===== config.mk =====
export PLATFORM = sky130hd
export DESIGN_NAME = rle_sprite_run_decoder
export DESIGN_NICKNAME = d
export VERILOG_FILES = /design/src/sv/rsrd_pkg.sv /design/src/sv/rle_sprite_run_decoder.sv
export VERILOG_INCLUDE_DIRS = /design/src /design/src/sv
export SDC_FILE = /design/constraint.sdc
export NUM_CORES = 1
export LEC_CHECK = 0
export CORE_ASPECT_RATIO = 0.7
export CORE_MARGIN = 4
export CORE_UTILIZATION = 30
export CTS_CLUSTER_DIAMETER = 150
export DETAILED_ROUTE_END_ITERATION = 10
export DONT_BUFFER_PORTS = 1
export MAX_ROUTING_LAYER = met4
export PLACE_DENSITY = 0.41
export REMOVE_ABC_BUFFERS = 1
export SYNTH_ARGS = -nofsm -noshare
export SYNTH_HDL_FRONTEND = slang
export SYNTH_SLANG_ARGS = --single-unit

===== constraint.sdc =====
create_clock -name i_clk -period 5.9 [get_ports i_clk]
set_clock_uncertainty 0.15 [all_clocks]
set_input_delay 1.77 -clock i_clk [delete_from_list [all_inputs] [get_ports i_clk]]
set_output_delay 1.77 -clock i_clk [all_outputs]
set_load 0.01 [all_outputs]

===== src/sv/assert_macros.svh =====
// assertion macros used by the rtl file rle_sprite_run_decoder.sv
`ifndef ASSERT_MACROS_SVH
`define ASSERT_MACROS_SVH

// property checked on every rising clock edge outside reset
`define ASSERT_CLK(label, clk, rst_n, prop, msg) \
    label: assert property (@(posedge clk) disable iff (!rst_n) prop) else $error(msg);

// implication whose consequent is checked in the next cycle, outside reset
`define ASSERT_NEXT(label, clk, rst_n, ante, cons, msg) \
    label: assert property (@(posedge clk) disable iff (!rst_n) (ante) |=> (cons)) \
        else $error(msg);

`endif


===== src/sv/rsrd_pkg.sv =====
// package with phase codes, run kinds and opcodes of the sprite run decoder
package rsrd_pkg;

    typedef logic [2:0] t_phase;
    typedef logic [1:0] t_kind;

    localparam t_phase PH_OPCODE  = 3'd0;
    localparam t_phase PH_LITERAL = 3'd1;
    localparam t_phase PH_SHADOW1 = 3'd2;
    localparam t_phase PH_SHADOW2 = 3'd3;
    localparam t_phase PH_COUNT   = 3'd4;
    localparam t_phase PH_COLOR   = 3'd5;

    localparam t_kind KIND_COLOR  = 2'd0;
    localparam t_kind KIND_SHADOW = 2'd1;
    localparam t_kind KIND_END    = 2'd2;
    localparam t_kind KIND_RESV   = 2'd3;

    localparam logic [7:0] OP_END_ROW   = 8'h00;
    localparam logic [7:0] OP_END_IMAGE = 8'h80;
    localparam logic [7:0] OP_SHADOW    = 8'hC0;
    localparam logic [7:0] OP_COUNT     = 8'hC1;

    localparam int COORD_W   = 16;
    localparam int IN_DATA_W = 8;
    localparam int OUT_DATA_W = 48;

endpackage


===== src/sv/rle_sprite_run_decoder.sv =====
// run-length sprite decoder: one encoded byte in, at most one pixel run out
//
// The decoder takes one byte of the encoded sprite stream per cycle and keeps
// the cursor and parse phase in registers. Each byte is decoded by a single
// level of logic on the current state and its run, if any, is written into an
// output register, so a new byte is taken every cycle as long as that register
// is empty or is being drained in the same cycle; a stalled output holds the
// input side after one buffered run. The run of an accepted byte is on the
// output in the next cycle. tuser on the input marks the first byte of a new
// image, tlast its final byte. Bytes after the end of an image are dropped
// until the next start.
`include "assert_macros.svh"

module rle_sprite_run_decoder (
    input  logic                              i_clk,
    input  logic                              i_rst_n,
    input  logic                              s_axis_tvalid,
    output logic                              s_axis_tready,
    input  logic [rsrd_pkg::IN_DATA_W-1:0]    s_axis_tdata,   // data_byte
    input  logic                              s_axis_tuser,   // start_image
    input  logic                              s_axis_tlast,   // last_byte
    output logic                              m_axis_tvalid,
    input  logic                              m_axis_tready,
    output logic [rsrd_pkg::OUT_DATA_W-1:0]   m_axis_tdata,   // run_x, run_y, run_length, color_index
    output rsrd_pkg::t_kind                   m_axis_tuser    // run_kind
);
    import rsrd_pkg::*;

    t_phase               r_phase, n_phase;
    logic [COORD_W-1:0]   r_cur_x, n_cur_x;
    logic [COORD_W-1:0]   r_cur_y, n_cur_y;
    logic [6:0]           r_lit_left, n_lit_left;
    logic [7:0]           r_pend, n_pend;
    logic                 r_done, n_done;

    logic                 r_out_valid;
    logic [COORD_W-1:0]   r_run_x, r_run_y;
    logic [7:0]           r_run_len, r_run_color;
    t_kind                r_run_kind;

    t_phase               e_phase;
    logic [COORD_W-1:0]   e_cur_x, e_cur_y;
    logic [6:0]           e_lit_left;
    logic [7:0]           e_pend;
    logic                 e_done;

    logic                 emit;
    logic [7:0]           emit_len, emit_color;
    t_kind                emit_kind;
    logic                 accept;
    logic [7:0]           b;

    assign b             = s_axis_tdata;
    assign s_axis_tready = !r_out_valid || m_axis_tready;
    assign accept        = s_axis_tvalid && s_axis_tready;

    // state as seen after an optional image start
    always_comb begin
        e_phase    = s_axis_tuser ? PH_OPCODE : r_phase;
        e_cur_x    = s_axis_tuser ? '0 : r_cur_x;
        e_cur_y    = s_axis_tuser ? '0 : r_cur_y;
        e_lit_left = s_axis_tuser ? '0 : r_lit_left;
        e_pend     = s_axis_tuser ? '0 : r_pend;
        e_done     = s_axis_tuser ? 1'b0 : r_done;
    end

    always_comb begin
        n_phase    = e_phase;
        n_cur_x    = e_cur_x;
        n_cur_y    = e_cur_y;
        n_lit_left = e_lit_left;
        n_pend     = e_pend;
        n_done     = e_done;
        emit       = 1'b0;
        emit_len   = '0;
        emit_kind  = KIND_COLOR;
        emit_color = '0;
        if (!e_done) begin
            unique case (e_phase)
                PH_LITERAL: begin
                    emit       = 1'b1;
                    emit_len   = 8'd1;
                    emit_color = b;
                    n_lit_left = e_lit_left - 7'd1;
                    if (n_lit_left == '0) begin
                        n_phase = PH_OPCODE;
                    end
                end
                PH_SHADOW1: begin
                    if (b[1:0] != 2'd0) begin
                        emit      = 1'b1;
                        emit_len  = {6'd0, b[1:0]};
                        emit_kind = KIND_SHADOW;
                        n_phase   = PH_OPCODE;
                    end else begin
                        n_phase = PH_SHADOW2;
                    end
                end
                PH_SHADOW2: begin
                    emit      = (b != 8'd0);
                    emit_len  = b;
                    emit_kind = KIND_SHADOW;
                    n_phase   = PH_OPCODE;
                end
                PH_COUNT: begin
                    n_pend  = b;
                    n_phase = PH_COLOR;
                end
                PH_COLOR: begin
                    emit       = (e_pend != 8'd0);
                    emit_len   = e_pend;
                    emit_color = b;
                    n_pend     = '0;
                    n_phase    = PH_OPCODE;
                end
                default: begin
                    n_phase = PH_OPCODE;
                    priority if (b == OP_END_ROW) begin
                        n_cur_y = e_cur_y + 16'd1;
                        n_cur_x = '0;
                    end else if (b < OP_END_IMAGE) begin
                        n_lit_left = b[6:0];
                        n_phase    = PH_LITERAL;
                    end else if (b == OP_END_IMAGE) begin
                        emit      = 1'b1;
                        emit_kind = KIND_END;
                        n_done    = 1'b1;
                    end else if (b < OP_SHADOW) begin
                        n_cur_x = e_cur_x + {9'd0, b[6:0]};
                    end else if (b == OP_SHADOW) begin
                        n_phase = PH_SHADOW1;
                    end else if (b == OP_COUNT) begin
                        n_phase = PH_COUNT;
                    end else begin
                        n_pend  = {2'd0, b[5:0]};
                        n_phase = PH_COLOR;
                    end
                end
            endcase
            if (emit) begin
                n_cur_x = e_cur_x + {8'd0, emit_len};
            end
            if (s_axis_tlast) begin
                n_done     = 1'b1;
                n_phase    = PH_OPCODE;
                n_lit_left = '0;
                n_pend     = '0;
            end
        end
    end

    always_ff @(posedge i_clk) begin
        if (!i_rst_n) begin
            r_phase    <= PH_OPCODE;
            r_cur_x    <= '0;
            r_cur_y    <= '0;
            r_lit_left <= '0;
            r_pend     <= '0;
            r_done     <= 1'b0;
        end else if (accept) begin
            r_phase    <= n_phase;
            r_cur_x    <= n_cur_x;
            r_cur_y    <= n_cur_y;
            r_lit_left <= n_lit_left;
            r_pend     <= n_pend;
            r_done     <= n_done;
        end
    end

    always_ff @(posedge i_clk) begin
        if (!i_rst_n) begin
            r_out_valid <= 1'b0;
        end else if (s_axis_tready) begin
            r_out_valid <= accept && !e_done && emit;
        end
    end

    // run payload, loaded only when the output slot is free or drained in the same cycle
    always_ff @(posedge i_clk) begin
        if (accept && emit) begin
            r_run_x     <= e_cur_x;
            r_run_y     <= e_cur_y;
            r_run_len   <= emit_len;
            r_run_kind  <= emit_kind;
            r_run_color <= emit_color;
        end
    end

    assign m_axis_tvalid = r_out_valid;
    assign m_axis_tdata  = {r_run_color, r_run_len, r_run_y, r_run_x};
    assign m_axis_tuser  = r_run_kind;

    `ASSERT_CLK(a_kind_legal, i_clk, i_rst_n, (r_out_valid |-> r_run_kind != KIND_RESV), "reserved run kind on output")
    `ASSERT_CLK(a_color_only, i_clk, i_rst_n, ((r_out_valid && r_run_kind != KIND_COLOR) |-> r_run_color == 8'd0), "color index on non-color run")
    `ASSERT_CLK(a_end_empty, i_clk, i_rst_n, ((r_out_valid && r_run_kind == KIND_END) |-> r_run_len == 8'd0), "end of image run with length")
    `ASSERT_NEXT(a_done_frozen, i_clk, i_rst_n, r_done && accept && !s_axis_tuser, $stable(r_cur_x) && $stable(r_cur_y) && $stable(r_phase) && r_done, "state changed after end of image")

endmodule


# == Yosys cells after proc, flatten, opt, wreduce, memory -nomap -nowiden ==
# Index checks and enable logic that the tools add are counted.
# totals
ff_bits,102
inputBits,14
output_inout_bits,52
# classes
addsub,4
order_cmp,2
eq_ne,8
mux,59
n_bitwise,1
reduce_logical,19
# op_table
op,count
2-to-1 mux 16 bit,12
2-to-1 mux 8 bit,10
2-to-1 mux 7 bit,5
one-hot mux 8 bit (4 select lines),1
2-to-1 mux 3 bit,9
"== test 8 bit, second input constant",3
one-hot mux 8 bit (3 select lines),1
"adder 16 x 1 -> 16 bit, second input constant",1
adder 16 x 7 -> 16 bit,1
adder 16 x 8 -> 16 bit,1
"less-than comparator 8 bit, second input constant",2
nonzero test 8 bit,2
one-hot mux 7 bit (2 select lines),1
2-to-1 mux 1 bit,12
one-hot mux 3 bit (4 select lines),1
2-to-1 mux 2 bit,5
logical NOT 8 bit,1
logical NOT 7 bit,1
"subtractor 7 x 1 -> 7 bit, second input constant",1
"== test 3 x 2 -> 1 bit, second input constant",2
"== test 3 bit, second input constant",2
one-hot mux 2 bit (3 select lines),1
OR reduction 2 bit,3
OR reduction 3 bit,2
9 further kinds,13

# == Depth between registers and ports, before layout ==
# Gate-level depths: netlist of the first run.
# depth
ltp_word,10
ltp_mapped,15
mapped_depth_nobuf,13

# == Least setup slack after synthesis of the first run ==
# OpenSTA, ideal clock, no wires.
# synth_timing
path_kind,input -> register
startpoint,input s_axis_tuser
endpoint,register r_cur_x[12]
setup_time_ns,0.132
arrival_ns,4.846
required_time_ns,5.618
slack_ns,0.772
path_stages,14
path_cell_list,clkbuf_1 > clkbuf_1 > clkbuf_1 > clkbuf_1 > buf_1 > nor2_1 > ha_1 > fa_1 > a31o_2 > o21ai_0 > a21oi_1 > xor2_1 > a211oi_1 > a21oi_1
# synth_between
elab_chain_len,9
elab_cells_between_ends,24
# synth_lines
element,line_no,source
"start, declared",rle_sprite_run_decoder.sv:20,"input logic s_axis_tuser,"
2-to-1 mux 16 bit,rle_sprite_run_decoder.sv:60,e_cur_x = s_axis_tuser ? '0 : r_cur_x;
adder 16 x 7 -> 16 bit,rle_sprite_run_decoder.sv:129,"n_cur_x = e_cur_x + {9'd0, b[6:0]};"
2-to-1 mux 16 bit,rle_sprite_run_decoder.sv:128,end else if (b < OP_SHADOW) begin
2-to-1 mux 16 bit,rle_sprite_run_decoder.sv:124,end else if (b == OP_END_IMAGE) begin
2-to-1 mux 16 bit,rle_sprite_run_decoder.sv:121,end else if (b < OP_END_IMAGE) begin
2-to-1 mux 16 bit,rle_sprite_run_decoder.sv:118,priority if (b == OP_END_ROW) begin
2-to-1 mux 16 bit,rle_sprite_run_decoder.sv:79,unique case (e_phase)
2-to-1 mux 16 bit,rle_sprite_run_decoder.sv:140,if (emit) begin
2-to-1 mux 16 bit (*),rle_sprite_run_decoder.sv:78,if (!e_done) begin
"end signal, assigned",rle_sprite_run_decoder.sv:162,r_cur_x <= n_cur_x;
"end, declared",rle_sprite_run_decoder.sv:30,"logic [COORD_W-1:0] r_cur_x, n_cur_x;"
# Every way passes the cells marked *; elsewhere a longest branch is shown, timed or not. The select of a mux whose other input is x is not followed.
# A chain may end at the register's enable or synchronous reset.

# == Worst setup path in the final report of the first run ==
# layout_timing
startpoint,input s_axis_tdata[5] (netlist bit)
endpoint,"register r_run_y[1], enable pin"
# layout_between
elab_chain_len,8
elab_cells_between_ends,11
# layout_lines
element,line_no,source
"start, declared",rle_sprite_run_decoder.sv:19,"input logic [rsrd_pkg::IN_DATA_W-1:0] s_axis_tdata,"
"parallel branches: the longest is 4 deep, another holds less-than comparator 8 bit",-,
one-hot mux 1 bit (5 select lines) (*),rle_sprite_run_decoder.sv:79,
2-to-1 mux 1 bit (*) (2 in series),rle_sprite_run_decoder.sv:78,
logical AND 1 bit (*),rle_sprite_run_decoder.sv:180,if (accept && emit) begin
"end signal, assigned",rle_sprite_run_decoder.sv:182,r_run_y <= e_cur_y;
"end, declared",rle_sprite_run_decoder.sv:37,"logic [COORD_W-1:0] r_run_x, r_run_y;"
# Every way passes the cells marked *. The select of a mux whose other input is x is not followed.

==> flow_summary.json, run 1 <==
{
  "status": "finished, final reports clean",
  "synth_mux_area_share_pct": 0.345,
  "core-area_sq_um": 20000,
  "cts_root_buf": "clkbuf_16",
  "grt_pass1_wl_mm": 32.1,
  "grtUsageTotal_pct": 18.8,
  "syn_area_per_cell_sq_um": 8.66,
  "synthAdderAreaFrac_pct": 4.06,
  "vias_per_cell": 5.61,
  "post_cts_resized": 0,
  "synthFlopType": "dfxtp_1",
  "ys_async_sr_fraction_pct": 0,
  "drtIter0Drc": 518,
  "cts.sinks": 102,
  "layout_commonest_cell": "nor2_1",
  "row_count": 43,
  "start_util_pct": 30.8,
  "synth-compound-area-share_pct": 21.2,
  "seq_area_frac_synth_pct": 41.2,
  "area_growth_pct": 8.18,
  "grt_max_degree": 64,
  "tns_ns": 0,
  "cp_slowest_cell": "or2_1",
  "dr.pass1.iters": 5,
  "maxCapViolations": 0,
  "worst_pin_slew_ns": 1.04,
  "io_buffer_count": 0,
  "hold_slack_ns": 0.341,
  "path_class": "in2reg",
  "syn_inst": 712,
  "htreeDepth": 3,
  "vias": 5389,
  "num_antenna_cells": 0,
  "dieWidth_um": 179,
  "clkSlewWorstSetupHoldPaths_ns": 0.08,
  "synth_area_sq_um": 6170,
  "mostFrequentLayoutCells": "nor2_1, nand2_1, dfxtp_1",
  "cts_max_path_buffers": 2,
  "ys_ff_latch": 102,
  "cts_buffers": 9,
  "critPathLaunchType": "input pin",
  "cts_setup_buffers": 0,
  "synth_edf_count": 50,
  "dp_hpwl_mm": 14.4,
  "ys_warn_count": 0,
  "ant_nets": 0,
  "die_y_um": 128,
  "dieArea_sq_um": 23000,
  "critPathRequiredTime_ns": 5.80,
  "irDropWorstVdd_mv": 0.129,
  "rsz0062_at_grt": "no",
  "placed_area_sq_um": 6360,
  "drc_errors": 0,
  "grt_overflow_total": 0,
  "io_pins": 66,
  "stdcell_area_sq_um": 6670,
  "grt_pass1_vias": 5171,
  "hold_viol_final": 0,
  "wirelength_mm": 20.6,
  "clk_latency_ns": 0.37,
  "yosysUniqueCellTypes": 75,
  "min_path_type": "reg2reg",
  "dp_slack_ns": 1.07,
  "critPathCaptureType": "register",
  "timing.fmax_mhz": 224,
  "wl_per_cell_um": 21.4,
  "setup_ws_ns": 1.44,
  "cts_tree": "built",
  "crit_fanout": 21,
  "min_period_over_period_pct": 75.7,
  "slew_violations": 0,
  "cp.arrival_ns": 4.37,
  "nNetsFinal": 717,
  "synthXorXnorAreaFrac_pct": 4.40,
  "cpPeakStageDelay_ns": 0.66,
  "slew_headroom_pct": 30.6,
  "final_util_pct": 33.3,
  "drive_gt1_share_pct": 6.23,
  "synth_top_family_by_area": "simple AND/OR/NAND/NOR gates",
  "finalCriticalPeriod_ns": 4.46,
  "synthSimpleGateAreaFrac_pct": 24.5,
  "leakage_nw": 2.35,
  "hold_buffers": 0,
  "worstPathCellList": "nor4_4 > o211ai_1 > a22oi_1 > or2_1 > nand2_1 > inv_2 > buf_4",
  "gp_congestion": 0.913,
  "grt_antenna_before_repair": 0,
  "p_per_area_nw_per_um2": 235,
  "setup_viol": 0
}
[metrics by stage]
stage | instances | power (mW)
finish | 960 | 1.57
global route | 960 | 1.64
CTS | 960 | 1.60
detailed placement | 944 | 0.953
global placement | 944 | 0.952
floorplan | 667 | 0.900
[flip-flops by register name, summed over array words and instances (netlist names), 7 cells and up]
name / cells
r_cur_y: 16
r_run_x: 16
r_pend: 8
r_lit_left: 7
r_cur_x: 16
r_run_color: 8
r_run_y: 16
r_run_len: 8
[kinds of logic after synthesis]
group / after synthesis
AND/OR/NAND/NOR: 300
XOR/XNOR: 31
flip-flops: 102
adder cells (fa/ha/maj): 19
multiplexers: 2
buffers and inverters: 65
AO/OA/AOI/OAI: 193
[final timing paths]
| check | start | to | slack [ns] | cells after the start |
|---|---|---|---|---|
| worst max-delay path | s_axis_tdata[5] | r_run_y[1] | 1.44 | 7 |
| worst min-delay path | r_cur_x[11] | r_cur_x[11] | 0.34 | 2 |
| worst max register to register | r_phase[1] | r_cur_x[10] | 1.97 | 11 |
| worst min register to register | r_cur_x[11] | r_cur_x[11] | 0.34 | 2 |
[synth_stat cells (5+ instances only)]
library cell / count / share of area (%)
a211oi_1: 5 / 0.61
a21o_1: 7 / 0.85
a21oi_1: 48 / 3.9
a221oi_1: 6 / 0.85
a22oi_1: 16 / 1.9
a31oi_1: 11 / 1.1
and2_1: 10 / 1.0
and3_1: 8 / 0.81
buf_2: 10 / 0.81
clkbuf_1: 29 / 1.8
dfxtp_1: 52 / 17
edfxtp_1: 50 / 24
ha_1: 16 / 3.2
inv_1: 19 / 1.2
nand2_1: 77 / 4.7
nand2b_1: 8 / 0.81
nand3_1: 17 / 1.4
nand4_1: 10 / 1.0
nor2_1: 78 / 4.7
nor2b_1: 34 / 3.4
nor3_1: 23 / 1.9
nor3b_1: 5 / 0.61
nor4_1: 5 / 0.51
o211ai_1: 10 / 1.2
o21a_1: 5 / 0.61
o21ai_0: 39 / 3.2
xnor2_1: 18 / 2.6
xor2_1: 13 / 1.8
[cell type report]
class | instances | area [sq um]
Tap cell | 270 | 338
Clock buffer | 9 | 225
Fill cell | 2106 | 13300
Inverter | 20 | 75.1
Sequential cell | 102 | 2540
Clock inverter | 7 | 81.3
Multi-Input combinational cell | 545 | 3360
Timing Repair Buffer | 7 | 52.6
[where the power goes]
part           total [mW]  switching (mW)  internal (mW)
registers           0.773          0.0169          0.756
clock network       0.631           0.324          0.306
logic               0.166           0.110         0.0554
total                1.57           0.452           1.12
[metal layers]
metal,vias up,track usage [%],part of all wire (%),routed length [um]
met3,15,6.46,8.8,1810
met1,2614,27.4,51,10400
met2,214,24.5,39,8070
met5,-,-,0,0
li1,2546,-,-,-
met4,0,4.79,1.3,259
[critical path: cells and delay by family]
kind	cells	cell delay, ns
simple gates	3	1.33
compound gates	2	0.52
buf+inv	2	0.75
(Power assumes the default switching activity.)
==> run 2: changes to the inputs <==
==> constraint.sdc (replaced) <==
create_clock -name i_clk -period 4.2 [get_ports i_clk]
set_clock_uncertainty 0.15 [all_clocks]
set_input_delay 1.26 -clock i_clk [delete_from_list [all_inputs] [get_ports i_clk]]
set_output_delay 1.26 -clock i_clk [all_outputs]
set_load 0.01 [all_outputs]
==> flow_summary.json, run 2 (synthesis results as in run 1) <==
{
  "status": "finished, final reports clean",
  "ant_nets": 0,
  "crit_fanout": 16,
  "tns_ns": 0,
  "worst_pin_slew_ns": 0.899,
  "cts_setup_buffers": 0,
  "grt_pass1_vias": 5241,
  "cpPeakStageDelay_ns": 0.73,
  "critical_path_buf_inv_count": 0,
  "irDropWorstVdd_mv": 0.184,
  "setup_ws_ns": 0.511,
  "critPathRequiredTime_ns": 4.36,
  "cpLargestDelayFamily": "compound AO/OA/AOI/OAI gates",
  "cts_root_buf": "clkbuf_16",
  "dp_slack_ns": 0.300,
  "critPathCaptureType": "register",
  "drtIter0Drc": 401,
  "grt_max_degree": 64,
  "finalCriticalPeriod_ns": 3.69,
  "grtUsageTotal_pct": 18.4,
  "area_growth_pct": 10.6,
  "hold_viol_final": 0,
  "dp_hpwl_mm": 14.2,
  "row_count": 43,
  "clk_latency_ns": 0.37,
  "post_cts_resized": 0,
  "cp.arrival_ns": 3.85,
  "cts.sinks": 102,
  "cts_max_path_buffers": 2,
  "die_y_um": 128,
  "min_from": "r_cur_y[0]",
  "cp_slowest_cell": "dfxtp_1",
  "io_pins": 66,
  "path_class": "reg2reg",
  "grt_antenna_before_repair": 0,
  "min_period_over_period_pct": 87.8,
  "r2r_start": "r_phase[2]",
  "setup_viol": 0,
  "maxCapViolations": 0,
  "io_buffer_count": 0,
  "gp_congestion": 0.884,
  "htreeDepth": 3,
  "dieWidth_um": 179,
  "worstPathCellList": "nor2b_1 > a21oi_1 > nor2_1 > ha_1 > fa_1 > nand4b_1 > a22oi_1 > o21ai_0 > nand2_1 > o21ai_0 > a211o_1 > o2111a_1",
  "timing.fmax_mhz": 271,
  "leakage_nw": 2.44,
  "critPathLaunchType": "register",
  "cts_tree": "built",
  "grt_overflow_total": 0,
  "p_per_area_nw_per_um2": 329,
  "rsz0062_at_grt": "no",
  "vias_per_cell": 5.52,
  "final-instance-count-excl-fill": 977,
  "slew_headroom_pct": 40.0,
  "dr.pass1.iters": 7,
  "num_antenna_cells": 0,
  "mostFrequentLayoutCells": "nor2_1, nand2_1, dfxtp_1",
  "wirelength_mm": 20.1,
  "clkSlewWorstSetupHoldPaths_ns": 0.08,
  "dieArea_sq_um": 23000,
  "stdcell_area_sq_um": 6820,
  "hold_buffers": 0,
  "startpoint": "r_phase[2]",
  "crit_path_frequent_cell": "o21ai_0",
  "cts_buffers": 9,
  "vias": 5390,
  "slew_violations": 0,
  "drive_gt1_share_pct": 8.49,
  "hold_slack_ns": 0.345,
  "final_util_pct": 34.1,
  "placed_area_sq_um": 6500,
  "core-area_sq_um": 20000,
  "min_path_type": "reg2reg",
  "nNetsFinal": 734,
  "finalPower_mw": 2.24,
  "layout_commonest_cell": "nor2_1",
  "wl_per_cell_um": 20.6,
  "drc_errors": 0,
  "placedCellCount": 961,
  "grt_pass1_wl_mm": 31.4,
  "start_util_pct": 30.8
}
-- run 2: where the power goes --
part,switching [mW],internal [mW]
clock,0.455,0.461
sequential,0.0241,1.06
combinational,0.155,0.0879
-- run 2: final timing paths --
check                              endpoint  slack [ns]  depth (start not counted)
worst max register to register  r_cur_x[10]        0.51                         12
worst min register to register   r_cur_y[0]        0.34                          2
worst max-delay path            r_cur_x[10]        0.51                         12
worst min-delay path             r_cur_y[0]        0.34                          2
-- run 2: per-layer routing --
metal | part of all wire [%] | global-route usage, % | vias to the layer above
li1 | - | - | 2579
met1 | 54 | 28.0 | 2615
met3 | 5.3 | 3.98 | 26
met4 | 1.5 | 4.97 | 0
met5 | 0 | - | -
met2 | 39 | 24.1 | 170
-- run 2: final cells by class --
cell class	instances	area (sq um)
inverters	20	75.1
well taps	270	338
fillers	2119	13200
multi-input cells	545	3360
clock buffers	10	250
flip-flops and latches	102	2540
clock inverters	6	67.6
repair buffers	24	193
-- run 2: worst reg2reg max path, stage by stage (launching register included) --
cell	delay, ns
dfxtp_1	0.73
nor2b_1	0.33
a21oi_1	0.33
nor2_1	0.08
ha_1	0.23
fa_1	0.46
nand4b_1	0.14
a22oi_1	0.10
o21ai_0	0.39
nand2_1	0.16
o21ai_0	0.25
a211o_1	0.14
o2111a_1	0.17
==> run 3: changes to the inputs <==
--- a/config.mk
+++ b/config.mk
@@ -8,12 +8,13 @@
 export LEC_CHECK = 0
 export CORE_ASPECT_RATIO = 0.7
 export CORE_MARGIN = 4
-export CORE_UTILIZATION = 30
+export CORE_UTILIZATION = 64
 export CTS_CLUSTER_DIAMETER = 150
+export CTS_CLUSTER_SIZE = 30
 export DETAILED_ROUTE_END_ITERATION = 10
 export DONT_BUFFER_PORTS = 1
 export MAX_ROUTING_LAYER = met4
-export PLACE_DENSITY = 0.41
+export PLACE_DENSITY = 0.77
 export REMOVE_ABC_BUFFERS = 1
 export SYNTH_ARGS = -nofsm -noshare
 export SYNTH_HDL_FRONTEND = slang
==> flow_summary.json, run 3 (synthesis results as in run 1) <==
{
  "drtIter0Drc": 865,
  "p_clk_share_pct": 39.0,
  "vias_per_cell": 6.88,
  "multi_input_area_sq_um": 3360,
  "grt_pass1_vias": 5344,
  "setup_viol": 0,
  "dieWidth_um": 125,
  "finalCriticalPeriod_ns": 3.61,
  "worstPathCellList": "nor2b_1 > a22oi_1 > nor2_1 > ha_1 > a21o_1 > a21o_1 > a21oi_1 > nand2_1 > o21ai_0 > a211o_1 > o2111a_1",
  "p_seq_share_pct": 49.9,
  "n_fill_cell": 694,
  "hold_viol_final": 0,
  "row_count": 29,
  "critical_path_buf_inv_count": 0,
  "critPathRequiredTime_ns": 4.35,
  "core-area_sq_um": 9220,
  "critPathLaunchType": "register",
  "cts_setup_buffers": 0,
  "internal-power_mw": 1.58,
  "gp_congestion": 1.01,
  "wl_per_cell_um": 22.0,
  "cpLargestDelayFamily": "compound AO/OA/AOI/OAI gates",
  "htreeDepth": 3,
  "tns_ns": 0,
  "drive_gt1_share_pct": 8.10,
  "nNetsFinal": 731,
  "grt_overflow_total": 0,
  "power.switching_mw": 0.599,
  "crit_path_frequent_cell": "a21o_1",
  "wirelength_mm": 18.2,
  "clkSlewWorstSetupHoldPaths_ns": 0.08,
  "path_class": "reg2reg",
  "area_growth_pct": 7.00,
  "cp.arrival_ns": 3.76,
  "die_y_um": 90.1,
  "slew_violations": 0,
  "clk_latency_ns": 0.35,
  "p_per_area_nw_per_um2": 330,
  "cpPeakStageDelay_ns": 0.65,
  "grt_antenna_before_repair": 0,
  "dp_hpwl_mm": 12.6,
  "dieArea_sq_um": 11300,
  "start_util_pct": 66.9,
  "dr.pass1.iters": 6,
  "grt_pass1_wl_mm": 28.9,
  "cts.sinks": 102,
  "grtUsageTotal_pct": 32.5,
  "cts_max_path_buffers": 2,
  "status": "finished, final reports clean",
  "crit_fanout": 10,
  "cp_slowest_cell": "nor2b_1",
  "ant_nets": 0,
  "min_path_type": "reg2reg",
  "irDropWorstVdd_mv": 0.245,
  "layout_commonest_cell": "nor2_1",
  "hold_buffers": 0,
  "grt_max_degree": 64,
  "post_cts_resized": 0,
  "worst_pin_slew_ns": 0.834,
  "leakage_nw": 2.42,
  "rsz0062_at_grt": "no",
  "vias": 5707,
  "io_pins": 66,
  "cts_tree": "built",
  "cts_root_buf": "clkbuf_16",
  "swShare_pct": 27.6,
  "pwr-share-comb_pct": 11.1,
  "io_buffer_count": 0,
  "critPathCaptureType": "register",
  "mostFrequentLayoutCells": "nor2_1, nand2_1, dfxtp_1",
  "regArea_sq_um": 2540,
  "cts_buffers": 9,
  "slew_headroom_pct": 44.3,
  "final_util_pct": 71.6,
  "min_period_over_period_pct": 85.9,
  "timing.fmax_mhz": 277,
  "maxCapViolations": 0,
  "drc_errors": 0
}
==> run 3: cell count changes in the layout (fill, tap and decap cells not counted) <==
cell / delta
buf_4: -2
buf_12: -1
clkbuf_16: -1
clkinv_8: +1
diode_2: +1
==> run 3: worst register-to-register path, stage by stage (launching register included) <==
cell	delay, ns
dfxtp_1	0.42
nor2b_1	0.65
a22oi_1	0.24
nor2_1	0.14
ha_1	0.31
a21o_1	0.20
a21o_1	0.21
a21oi_1	0.41
nand2_1	0.16
o21ai_0	0.30
a211o_1	0.16
o2111a_1	0.19
==> run 3: per-layer routing <==
metal,global-route usage (%),part of all wire (%)
met2,46.3,43
met4,8.39,1.8
met5,-,0
met1,45.4,42
met3,10.0,13
==> run 3: power by group through the flow <==
| stage | Clock [mW] | Sequential [mW] | Combinational, mW |
|---|---|---|---|
| finish | 0.848 | 1.09 | 0.241 |
| detailed placement | 0 | 1.11 | 0.232 |
| floorplan | 0 | 1.10 | 0.162 |
| CTS | 0.858 | 1.08 | 0.233 |
| global route | 0.893 | 1.09 | 0.262 |
| global placement | 0 | 1.11 | 0.224 |
==> run 3: final cells by class <==
type / instances / share of cell area (%)
Multi-Input combinational cell: 545 / 50.9
Sequential cell: 102 / 38.5
Clock buffer: 9 / 3.41
Inverter: 20 / 1.14
Timing Repair Buffer: 21 / 2.39
Antenna cell: 1 / 0.0379
Tap cell: 124 / 2.35
Clock inverter: 7 / 1.27
==> run 3: metrics by stage <==
step	instance area, sq um	hold slack (ns)	power, mW	worst slack [ns]	cells
after floorplan	5970	0.296	1.26	0.0284	667
after global placement	6290	0.314	1.33	0.536	812
after detailed placement	6290	0.334	1.34	0.451	812
after CTS	6600	0.345	2.18	0.724	828
after global routing	6600	0.377	2.24	0.439	828
final	6600	0.355	2.18	0.591	829
==> run 3: final timing paths <==
path | start | endpoint | slack [ns] | cells past startpoint
setup / recovery | r_phase[2] | r_cur_x[10] | 0.59 | 11
hold / removal | r_pend[0] | r_pend[0] | 0.35 | 2
hold reg to reg | r_pend[0] | r_pend[0] | 0.35 | 2
setup reg to reg | r_phase[2] | r_cur_x[10] | 0.59 | 11
